===== src/sv/olist_pkg.sv =====
// ----------------------------------------------------------------------------
// olist_pkg
// Shared types, sizes and codes for the ordered list engine.
// ----------------------------------------------------------------------------
`default_nettype none

package olist_pkg;

    // Number of entries the list store can hold.
    localparam int CAPACITY  = 32;
    // Address width of the list store.
    localparam int IDX_W     = (CAPACITY > 1) ? $clog2(CAPACITY) : 1;
    // Width of a count that can hold CAPACITY itself.
    localparam int CNT_W     = $clog2(CAPACITY + 1);
    // Fixed field widths of the interface.
    localparam int POS_W     = 6;
    localparam int CNT_OUT_W = 6;
    localparam int DATA_W    = 32;
    // Width used to compare a position against the count.
    localparam int CMP_W     = (CNT_W > POS_W) ? CNT_W : POS_W;

    typedef logic [IDX_W-1:0]         idx_t;
    typedef logic [CNT_W-1:0]         cnt_t;
    typedef logic signed [DATA_W-1:0] value_t;

    // Command codes.
    localparam logic [1:0] CMD_INSERT = 2'd0;
    localparam logic [1:0] CMD_DELETE = 2'd1;
    localparam logic [1:0] CMD_SEARCH = 2'd2;

    // Result status codes.
    localparam logic [1:0] STAT_DONE  = 2'd0;
    localparam logic [1:0] STAT_FULL  = 2'd1;
    localparam logic [1:0] STAT_EMPTY = 2'd2;

    typedef struct packed {
        logic [1:0]         cmd;
        logic signed [31:0] value;
        logic [POS_W-1:0]   position;
    } in_t;

    typedef struct packed {
        logic [1:0]           status;
        logic                 found;
        logic [CNT_OUT_W-1:0] entry_count;
    } out_t;

    // Commands from the controller to the datapath.
    typedef struct packed {
        logic load;    // capture a command and set up the walk
        logic issue;   // read one entry and step the walk pointer
        logic finish;  // final write, count update and result capture
    } ctrl_cmd_t;

    // Status from the datapath to the controller.
    typedef struct packed {
        logic more;      // walk pointer has not reached its end
        logic pend;      // a read is in flight whose data is used this cycle
        logic out_free;  // result register can take a new result
    } dp_stat_t;

endpackage

`default_nettype wire


===== src/sv/ordered_list_engine.sv =====
// Throughput: one command at a time is taken; the walk, one entry a cycle through the
// store's single ports, sets the rate.
// Reset: aresetn is synchronous and active low; it empties the list and drops any
// waiting result. Store contents are not cleared and need not be.
// ----------------------------------------------------------------------------
// ordered_list_engine
// Positional insert, delete and search over a bounded ordered list.
// ----------------------------------------------------------------------------
`default_nettype none

module ordered_list_engine (
    input  wire logic            aclk,
    input  wire logic            aresetn,
    input  wire logic            s_valid,
    output logic                 s_ready,
    input  wire olist_pkg::in_t  s_payload,
    output logic                 m_valid,
    input  wire logic            m_ready,
    output olist_pkg::out_t      m_payload
);

    // The list is kept packed from index 0 (the head) upwards. An insert
    // walks from the tail down to its position, copying each entry one place
    // up, and then writes the new value into the gap. A delete walks from its
    // position up to the tail, copying each entry one place down. A search
    // reads every held entry and compares it with the key in the cycle after.
    //
    // Each read issued by the walk returns its data in the next cycle, and that
    // data is written back (or compared) in the same cycle as the next read
    // is issued, so the walk runs at one entry per cycle. The controller only
    // finishes once the final copy has landed.
    //
    // The result sits in its own register, so the next transfer on the input
    // side is taken while an earlier result is still waiting to be taken.

    olist_pkg::ctrl_cmd_t cmd;
    olist_pkg::dp_stat_t  stat;

    olist_ctrl u_ctrl (
        .aclk    (aclk),
        .aresetn (aresetn),
        .s_valid (s_valid),
        .s_ready (s_ready),
        .stat    (stat),
        .cmd     (cmd)
    );

    olist_dp u_dp (
        .aclk      (aclk),
        .aresetn   (aresetn),
        .s_payload (s_payload),
        .cmd       (cmd),
        .stat      (stat),
        .m_valid   (m_valid),
        .m_ready   (m_ready),
        .m_payload (m_payload)
    );

`ifndef SYNTH
    // The controller issues at most one command to the datapath per cycle.
    assert property (@(posedge aclk) disable iff (!aresetn)
        $onehot0({cmd.load, cmd.issue, cmd.finish}))
        else $error("olist: more than one datapath command in a cycle");

    // The final write must never collide with a copy still in flight.
    assert property (@(posedge aclk) disable iff (!aresetn)
        cmd.finish |-> !stat.pend)
        else $error("olist: finish while a copy is pending");

    // A command occupies the engine for at least the cycle after it is taken.
    assert property (@(posedge aclk) disable iff (!aresetn)
        (s_valid && s_ready) |=> !s_ready)
        else $error("olist: input taken again straight after a transfer");

    // A found key only ever comes with a successful status.
    assert property (@(posedge aclk) disable iff (!aresetn)
        (m_valid && m_payload.found) |-> (m_payload.status == olist_pkg::STAT_DONE))
        else $error("olist: found flag set on a failed command");
`endif

endmodule

`default_nettype wire


===== src/sv/olist_ctrl.sv =====
// ----------------------------------------------------------------------------
// olist_ctrl
// Controller state machine for the ordered list engine.
// ----------------------------------------------------------------------------
`default_nettype none

module olist_ctrl (
    input  wire logic                  aclk,
    input  wire logic                  aresetn,
    input  wire logic                  s_valid,
    output logic                       s_ready,
    input  wire olist_pkg::dp_stat_t   stat,
    output olist_pkg::ctrl_cmd_t       cmd
);

    typedef enum logic [2:0] {
        S_IDLE  = 3'b001,
        S_WALK  = 3'b010,
        S_PLACE = 3'b100
    } state_t;

    state_t state_reg, state_next;

    always_ff @(posedge aclk) begin
        if (!aresetn) begin
            state_reg <= S_IDLE;
        end else begin
            state_reg <= state_next;
        end
    end

    always_comb begin
        state_next = state_reg;
        cmd        = '0;
        s_ready    = 1'b0;
        case (state_reg)
            S_IDLE: begin
                s_ready = 1'b1;
                if (s_valid) begin
                    cmd.load   = 1'b1;
                    state_next = S_WALK;
                end
            end
            S_WALK: begin
                if (stat.more) begin
                    cmd.issue = 1'b1;
                end else begin
                    state_next = S_PLACE;
                end
            end
            S_PLACE: begin
                // Wait for the last shifted entry to land and for room in
                // the result register.
                if (!stat.pend && stat.out_free) begin
                    cmd.finish = 1'b1;
                    state_next = S_IDLE;
                end
            end
            default: begin
                state_next = S_IDLE;
            end
        endcase
    end

endmodule

`default_nettype wire


===== src/sv/olist_dp.sv =====
// ----------------------------------------------------------------------------
// olist_dp
// Datapath of the ordered list engine: list store, walk pointer and result.
// ----------------------------------------------------------------------------
`default_nettype none

module olist_dp (
    input  wire logic                 aclk,
    input  wire logic                 aresetn,
    input  wire olist_pkg::in_t       s_payload,
    input  wire olist_pkg::ctrl_cmd_t cmd,
    output olist_pkg::dp_stat_t       stat,
    output logic                      m_valid,
    input  wire logic                 m_ready,
    output olist_pkg::out_t           m_payload
);

    // List store: one write port, one registered read port.
    olist_pkg::value_t mem [olist_pkg::CAPACITY];
    olist_pkg::value_t rdata_reg;

    logic [1:0]          op_reg, op_next;
    olist_pkg::value_t   key_reg, key_next;
    olist_pkg::cnt_t     ptr_reg, ptr_next;
    olist_pkg::cnt_t     end_reg, end_next;
    olist_pkg::cnt_t     len_reg, len_next;
    logic                pend_reg, pend_next;
    olist_pkg::idx_t     wa_reg, wa_next;
    logic                found_reg, found_next;
    logic [1:0]          status_reg, status_next;
    logic                place_reg, place_next;
    logic                grow_reg, grow_next;
    logic                shrink_reg, shrink_next;
    logic                m_valid_reg, m_valid_next;
    olist_pkg::out_t     m_payload_reg, m_payload_next;

    logic [olist_pkg::CMP_W-1:0] pos_ext, len_ext, lenm1_ext;
    olist_pkg::cnt_t             rd_ptr;
    olist_pkg::idx_t             rd_addr;
    logic                        mem_we;
    olist_pkg::idx_t             mem_wa;
    olist_pkg::value_t           mem_wd;

    assign pos_ext   = olist_pkg::CMP_W'(s_payload.position);
    assign len_ext   = olist_pkg::CMP_W'(len_reg);
    assign lenm1_ext = len_ext - olist_pkg::CMP_W'(1);

    // Inserts walk downwards and read the entry below; deletes walk upwards
    // and read the entry above; searches read the entry at the pointer.
    always_comb begin
        case (op_reg)
            olist_pkg::CMD_INSERT: rd_ptr = ptr_reg - olist_pkg::CNT_W'(1);
            olist_pkg::CMD_DELETE: rd_ptr = ptr_reg + olist_pkg::CNT_W'(1);
            default:               rd_ptr = ptr_reg;
        endcase
    end
    assign rd_addr = rd_ptr[olist_pkg::IDX_W-1:0];

    always_comb begin
        mem_we = 1'b0;
        mem_wa = wa_reg;
        mem_wd = rdata_reg;
        if (pend_reg && op_reg != olist_pkg::CMD_SEARCH) begin
            mem_we = 1'b1;
        end else if (cmd.finish && place_reg) begin
            mem_we = 1'b1;
            mem_wa = end_reg[olist_pkg::IDX_W-1:0];
            mem_wd = key_reg;
        end
    end

    always_ff @(posedge aclk) begin
        if (mem_we) begin
            mem[mem_wa] <= mem_wd;
        end
        if (cmd.issue) begin
            rdata_reg <= mem[rd_addr];
        end
    end

    always_comb begin
        op_next        = op_reg;
        key_next       = key_reg;
        ptr_next       = ptr_reg;
        end_next       = end_reg;
        len_next       = len_reg;
        pend_next      = cmd.issue;
        wa_next        = wa_reg;
        found_next     = found_reg;
        status_next    = status_reg;
        place_next     = place_reg;
        grow_next      = grow_reg;
        shrink_next    = shrink_reg;
        m_valid_next   = m_valid_reg;
        m_payload_next = m_payload_reg;

        if (m_valid_reg && m_ready) begin
            m_valid_next = 1'b0;
        end

        if (cmd.load) begin
            op_next     = s_payload.cmd;
            key_next    = s_payload.value;
            found_next  = 1'b0;
            status_next = olist_pkg::STAT_DONE;
            place_next  = 1'b0;
            grow_next   = 1'b0;
            shrink_next = 1'b0;
            ptr_next    = '0;
            end_next    = '0;
            case (s_payload.cmd)
                olist_pkg::CMD_INSERT: begin
                    ptr_next = len_reg;
                    end_next = len_reg;
                    if (len_reg == olist_pkg::CNT_W'(olist_pkg::CAPACITY)) begin
                        status_next = olist_pkg::STAT_FULL;
                    end else begin
                        place_next = 1'b1;
                        grow_next  = 1'b1;
                        if (pos_ext < len_ext) begin
                            end_next = olist_pkg::CNT_W'(pos_ext);
                        end
                    end
                end
                olist_pkg::CMD_DELETE: begin
                    if (len_reg == '0) begin
                        status_next = olist_pkg::STAT_EMPTY;
                    end else begin
                        shrink_next = 1'b1;
                        end_next    = len_reg - olist_pkg::CNT_W'(1);
                        if (pos_ext < lenm1_ext) begin
                            ptr_next = olist_pkg::CNT_W'(pos_ext);
                        end else begin
                            ptr_next = len_reg - olist_pkg::CNT_W'(1);
                        end
                    end
                end
                olist_pkg::CMD_SEARCH: begin
                    end_next = len_reg;
                end
                default: begin
                end
            endcase
        end

        if (cmd.issue) begin
            wa_next = ptr_reg[olist_pkg::IDX_W-1:0];
            if (op_reg == olist_pkg::CMD_INSERT) begin
                ptr_next = ptr_reg - olist_pkg::CNT_W'(1);
            end else begin
                ptr_next = ptr_reg + olist_pkg::CNT_W'(1);
            end
        end

        if (pend_reg && op_reg == olist_pkg::CMD_SEARCH && rdata_reg == key_reg) begin
            found_next = 1'b1;
        end

        if (cmd.finish) begin
            if (grow_reg) begin
                len_next = len_reg + olist_pkg::CNT_W'(1);
            end else if (shrink_reg) begin
                len_next = len_reg - olist_pkg::CNT_W'(1);
            end
            m_payload_next.status      = status_reg;
            m_payload_next.found       = found_reg;
            m_payload_next.entry_count = olist_pkg::CNT_OUT_W'(len_next);
            m_valid_next               = 1'b1;
        end
    end

    always_ff @(posedge aclk) begin
        if (!aresetn) begin
            len_reg     <= '0;
            pend_reg    <= 1'b0;
            m_valid_reg <= 1'b0;
        end else begin
            len_reg     <= len_next;
            pend_reg    <= pend_next;
            m_valid_reg <= m_valid_next;
        end
    end

    always_ff @(posedge aclk) begin
        op_reg        <= op_next;
        key_reg       <= key_next;
        ptr_reg       <= ptr_next;
        end_reg       <= end_next;
        wa_reg        <= wa_next;
        found_reg     <= found_next;
        status_reg    <= status_next;
        place_reg     <= place_next;
        grow_reg      <= grow_next;
        shrink_reg    <= shrink_next;
        m_payload_reg <= m_payload_next;
    end

    assign stat.more     = (ptr_reg != end_reg);
    assign stat.pend     = pend_reg;
    assign stat.out_free = !m_valid_reg || m_ready;
    assign m_valid       = m_valid_reg;
    assign m_payload     = m_payload_reg;

endmodule

`default_nettype wire

===== config.mk =====
export PLATFORM = sky130hd
export DESIGN_NAME = ordered_list_engine
export DESIGN_NICKNAME = d
export VERILOG_FILES = /design/src/sv/olist_pkg.sv /design/src/sv/ordered_list_engine.sv /design/src/sv/olist_ctrl.sv /design/src/sv/olist_dp.sv
export SDC_FILE = /design/constraint.sdc
export NUM_CORES = 1
export LEC_CHECK = 0
export BUFFER_PORTS_ARGS = -buffer_cell sky130_fd_sc_hd__buf_4
export CAP_MARGIN = 40
export CORE_MARGIN = 5
export CORE_UTILIZATION = 58
export CTS_BUF_LIST = sky130_fd_sc_hd__clkbuf_4
export CTS_CLUSTER_DIAMETER = 200
export DETAILED_ROUTE_END_ITERATION = 10
export PLACE_DENSITY = 0.74
export REMOVE_ABC_BUFFERS = 1
export SLEW_MARGIN = 20
export SYNTH_ARGS = -nofsm -noshare
export SYNTH_HDL_FRONTEND = slang
export SYNTH_SLANG_ARGS = --single-unit

===== constraint.sdc =====
create_clock -name aclk -period 3.9 [get_ports aclk]
set_clock_uncertainty 0.05 [all_clocks]
set_input_delay 0.195 -clock aclk [delete_from_list [all_inputs] [get_ports aclk]]
set_output_delay 0.195 -clock aclk [all_outputs]
set_load 0.05 [all_outputs]

# Word level (Yosys, flattened, before mapping)
# Memories as Yosys holds them, arrays and structs flattened. A register that Yosys moved wholly into a read port is not among the register bits.
# Cells that the tools add are included.
# totals
regBits	76
mem_bits_rw	1024
inputBits	44
output_inout_bits	11
memories	1
# classes
add_sub_neg	4
magnitude_cmp	2
n_eq_ne	14
mux	39
n_reduce_logical	15
# mem_list
name	words	word_bits	read_ports	rd_ports_with_merged_regs	wr	line_no	source
u_dp.mem	32	32	1	1	1	olist_dp.sv:19	olist_pkg::value_t mem [olist_pkg::CAPACITY];
# op_table
cell	n
32-bit 2-to-1 mux	2
6-bit 2-to-1 mux	10
32-bit == test	1
6-bit case mux with 3 select lines	1
1-bit 2-to-1 mux	16
6-bit by 1-bit adder with 6-bit output, second input constant	2
6-bit < comparator	2
6-bit case mux with 2 select lines	1
6-bit by 1-bit subtractor with 6-bit output, second input constant	2
5-bit 2-to-1 mux	2
5-bit case mux with 2 select lines	1
3-bit 2-to-1 mux	3
3-bit case mux with 3 select lines	1
6-bit == test, second input constant	1
1-bit logical AND	6
6-bit logical NOT	1
2-bit inequality test, second input constant	3
6-bit inequality test	1
2-bit by 1-bit == test with 1-bit output, second input constant	2
2-bit == test, second input constant	2
2-bit logical NOT	2
2-bit case mux with 2 select lines	1
2-bit nonzero test	2
3-bit by 1-bit == test with 1-bit output, second input constant	1
other kinds (7)	8

# Logic depth before layout (Yosys ltp)
# logic_depth
ltp_word	10
mapped_depth	14

# Cells and area by module
# Synthesis repeated with hierarchy kept, for this count alone.
# hier_totals
cells_unflattened	3685
area_unflattened_um2	47093.9
# by_module_without_submodules
mod	n_inst	cells_each	area_each_um2	seq_area_each_um2
olist_dp	1	3668	46912.5	33812.4
olist_ctrl	1	17	181.4	60.1

# Least setup slack after synthesis
# No wires, ideal clock.
# synth_timing
path_type	flip-flop to flip-flop
from	register u_dp.m_valid_reg (netlist: u_dp.m_valid)
to	memory u_dp.mem[10][0] (netlist bit) (enable)
setup_time_ps	421
t_arrival_ps	3162
required_time_ps	3429
setup_slack_ps	267
stages_incl_launch_ff	8
path_buffers	1
period_less_slack_ps	3633
path_cell_list	dfxtp_1 -> nor2b_1 -> nor4_1 -> nand2_1 -> clkbuf_1 -> o22ai_1 -> o21ai_1 -> nor2_1
# synth_between
elab_chain_len	10
# synth_lines
element	line_no	source
start: declaration	olist_dp.sv:34	logic m_valid_reg, m_valid_next;
start signal: assignment	olist_dp.sv:180	m_valid_reg <= m_valid_next;
1-bit logical NOT *	olist_dp.sv:200	assign stat.out_free = !m_valid_reg || m_ready;
1-bit logical OR *	olist_dp.sv:200	
1-bit logical AND *	olist_ctrl.sv:54	if (!stat.pend && stat.out_free) begin
1-bit 2-to-1 mux *	olist_ctrl.sv:54	
1-bit 2-to-1 mux *	olist_ctrl.sv:36	case (state_reg)
1-bit logical AND *	olist_dp.sv:65	end else if (cmd.finish && place_reg) begin
1-bit 2-to-1 mux	olist_dp.sv:65	
1-bit 2-to-1 mux	olist_dp.sv:63	if (pend_reg && op_reg != olist_pkg::CMD_SEARCH) begin
1-bit 2-to-1 mux	olist_dp.sv:73	if (mem_we) begin
1-bit 2-to-1 mux (implied by the code)	olist_dp.sv:74	mem[mem_wa] <= mem_wd;
end: declaration	olist_dp.sv:19	
# Mark *: on every way between the ends. The rest lies on a longest branch, timed or not.

# Worst setup path after layout
# layout_timing
from	register u_dp.len_reg[2] (netlist: u_dp.len_ext[2])
to	register u_dp.end_reg[5] (data pin)
# layout_between
elab_chain_len	4
# layout_lines
element	line_no	source
start: declaration	olist_dp.sv:26	olist_pkg::cnt_t len_reg, len_next;
start signal: assignment	olist_dp.sv:178	len_reg <= len_next;
6-bit < comparator	olist_dp.sv:120	if (pos_ext < len_ext) begin
6-bit 2-to-1 mux	olist_dp.sv:120	
6-bit 2-to-1 mux	olist_dp.sv:115	if (len_reg == olist_pkg::CNT_W'(olist_pkg::CAPACITY)) begin
6-bit case mux with 3 select lines *	olist_dp.sv:111	case (s_payload.cmd)
end signal: assignment	olist_dp.sv:188	end_reg <= end_next;
end: declaration	olist_dp.sv:25	olist_pkg::cnt_t end_reg, end_next;
# Marked as above.
# A chain may end at the register's enable or synchronous reset.

==> results by group <==
Status
  • Run status: complete, no violations

Setup path
  • Critical path, cell by cell: inv_1 -> ha_1 -> nand2_1 -> o21ai_0 -> a31o_2 -> mux2_2 -> dlygate4sd3_1 -> o21ai_0 -> o32ai_1 -> dlygate4sd3_1
  • Worst Path Buf+Inv: 3
  • Worst setup path startpoint: u_dp.len_ext[2]
  • CP max-delay cell: dfxtp_1
  • Crit-path leading delay family: buffers and inverters
  • CP Data Arrival Time: 4440 ps
  • Reg2reg start: u_dp.len_ext[2]
  • Delay of the slowest critical-path stage: 600 ps
  • Worst setup path class: reg2reg
  • CP required: 4690 ps
  • Crit end category: register
  • Startpoint Class: register
  • CP Max Fanout: 12

Finish
  • Area growth syn-to-layout: 15.3%
  • Fin nets: 4080
  • Max reg flops: 1024
  • Register area: 33900 µm²
  • Fraction of layout cells with a size suffix above 1: 0.176
  • Fillers: 5645
  • Area of the multi-input gates: 12500 µm²
  • Finished Cell Area: 54300 µm²

Power
  • Lkg Pwr: 0.0187 µW
  • Power share of the combinational group: 0.131
  • Sw Share: 0.263
  • Final Total Pwr: 26800 µW
  • Flop pwr share: 0.501
  • Clock share of power: 0.368
  • Sw power: 7050 µW
  • Pwr dens: 493 nW/µm²
  • Peak VDD IR: 0.278 mV
  • P_int: 19700 µW

Floorplan
  • Die ar.: 87100 µm²
  • Die H: 295 µm
  • # rows: 104
  • Die Span X: 295 µm
  • CORE AREA: 80500 µm²
  • Initial Util: 0.585
  • I/O pin cnt: 55

Clocking
  • TritonCTS clock tree: built
  • CTS buffer count: 301
  • Worst-skew pair later-pin latency: 1150 ps
  • Clock root cell: clkbuf_4
  • CTS max path bufs: 4
  • Worst-path clk slew: 90 ps
  • CTS H-Tree Depth: 5
  • Clock Sinks: 1132

GRT
  • First-pass GRT wire length: 198000 µm
  • Largest net degree at the start of global routing: 123
  • Vias in the first global route: 32700
  • Initial antenna violation count: 1
  • GR Overflow Total: 0
  • GRT Total Usage: 0.302

Detailed routing
  • Number of DRC markers in iteration 0: 4855
  • DR DRC count: 0
  • Antenna-violating nets left: 0
  • Detailed Route WL: 133000 µm
  • Detailed Routing Iterations Pass 1: 6
  • Vias/cell: 6.41
  • Via Count: 33800
  • Drt wl/cell: 25.3 µm

Place
  • IO Port Bufs: 54
  • DP Area: 49900 µm²
  • Place WS: 660 ps
  • Routability cong.: 0.837
  • DP HPWL: 72800 µm

Logic synthesis
  • Post-synth ARST share: 0
  • Post-Syn Instances: 3685
  • Top-area cell type share of the netlist area: 0.713
  • Mapped Avg Cell Area: 12.8 µm²
  • Synth unique cells: 62
  • Most area-consuming cells after synthesis: edfxtp_1 71%, nand2_1 6.5%, nand3_1 3.2%, a311oi_1 2.4%, o21ai_0 2.1%
  • Seq cells post-synth: 1132
  • Yosys warning count: 0
  • Ys flop type: edfxtp_1
  • EDFF count, synth: 1120
  • Mapped Area: 47100 µm²
  • Top-count cell post-synth: edfxtp_1
  • Post-synth top area cell: edfxtp_1
  • Post-synthesis sequential area ratio: 0.719
  • Commonest cells post-synth: 1120 x edfxtp_1, 819 x nand2_1, 297 x nand3_1

Timing
  • Final min period: 3650 ps
  • Fin. Hold Viols: 0
  • Count of final setup violators: 0
  • Worst slew pin tran: 870 ps
  • Min Hold Slack: 94.9 ps
  • Fmax: 274 MHz
  • RSZ-0062 raised after global routing: no
  • Max-slew violation count: 0
  • Tcrit/Tclk final: 0.936
  • Worst setup margin: 249 ps
  • Max_slew headroom: 0.420

Flow run
  • # Max-Cap Violations: 0

Worst hold path
  • Worst Hold Launch: s_payload[0]
  • Hold/Removal Path Class: in2reg
-- worst reg2reg max path: stages, from the launching register on --
cell	delay [ps]
dfxtp_1	600
inv_1	170
ha_1	300
nand2_1	40
o21ai_0	200
a31o_2	240
mux2_2	350
dlygate4sd3_1	560
o21ai_0	170
o32ai_1	130
dlygate4sd3_1	600
-- layout by cell type (no fill, tap or decap), drive strengths merged, types with 16 or more instances in the layout --
master | Yosys | final
o21ai | 204 | 204
nor2 | 211 | 211
xor2 | 21 | 21
o311ai | 33 | 33
inv | 13 | 16
a22oi | 33 | 33
nand2 | 819 | 819
mux2 | 30 | 30
a32oi | 33 | 33
dlygate4sd3 | 0 | 90
nor3 | 131 | 131
clkbuf | 188 | 422
and3 | 103 | 103
xnor2 | 39 | 39
edfxtp | 1120 | 1120
buf | 73 | 208
clkinv | 0 | 54
o31ai | 34 | 34
nand3 | 297 | 297
a221oi | 31 | 31
a311oi | 129 | 129
-- power groups by stage --
stage               Combinational (µW)  Clock (µW)  Sequential, µW
finish                            3500        9860           13400
global route                      3780       10700           13400
CTS                               3450        9990           13400
detailed placement                3370           0           13700
global placement                  3280           0           13700
floorplan                         2950           0           13700
-- layer usage --
| metal | track usage | wire length (µm) | vias up |
|---|---|---|---|
| met1 | 0.414 | 49600 | 16300 |
| met5 | 0 | 0 | - |
| met3 | 0.0750 | 15900 | 372 |
| met4 | 0.136 | 5770 | 0 |
| li1 | - | - | 14700 |
| met2 | 0.466 | 62100 | 2367 |
-- stage by stage --
stage | TNS, ps | cells | util
after CTS | 0 | 5262 | 0.674
after detailed placement | 0 | 4689 | 0.619
final | 0 | 5266 | 0.675
after global placement | 0 | 4686 | 0.618
after floorplan | -2678390 | 3424 | -
after global routing | 0 | 5266 | 0.675
-- final timing paths --
| kind | end | slack, ps | cells after the start |
|---|---|---|---|
| setup / recovery | u_dp.end_reg[5] | 250 | 10 |
| hold / removal | u_dp.end_reg[0] | 90 | 4 |
| setup reg to reg | u_dp.end_reg[5] | 250 | 10 |
| hold reg to reg | u_dp.m_payload[7] | 380 | 0 |
-- what timing repair did --
action	in CTS	in global routing
gates resized for setup	0	0
hold endpoints to repair	98	0
hold buffers	90	0
setup buffers	0	0
-- logic make-up (layout without fill, tap and decap cells) --
kind of cell / after synthesis / after routing / share of synthesized area
compound gates: 552 / 552 / 0.0850
xor+xnor: 60 / 60 / 0.0113
fa+ha+maj: 12 / 12 / 0.00313
buf+inv: 274 / 794 / 0.0239
flops: 1132 / 1132 / 0.719
mux: 43 / 43 / 0.00993
other cells: 0 / 1 / 0
simple gates: 1612 / 1612 / 0.148
-- layout make-up --
cell class	instances	share of cell area
inverters	13	0.000898
multi-input cells	2279	0.230
clock buffers	422	0.0583
clock inverters	61	0.00622
well taps	1060	0.0244
diodes	1	0.0000461
flip-flops and latches	1132	0.623
repair buffers	298	0.0564
Note: power is estimated with default switching activity, not from simulation.
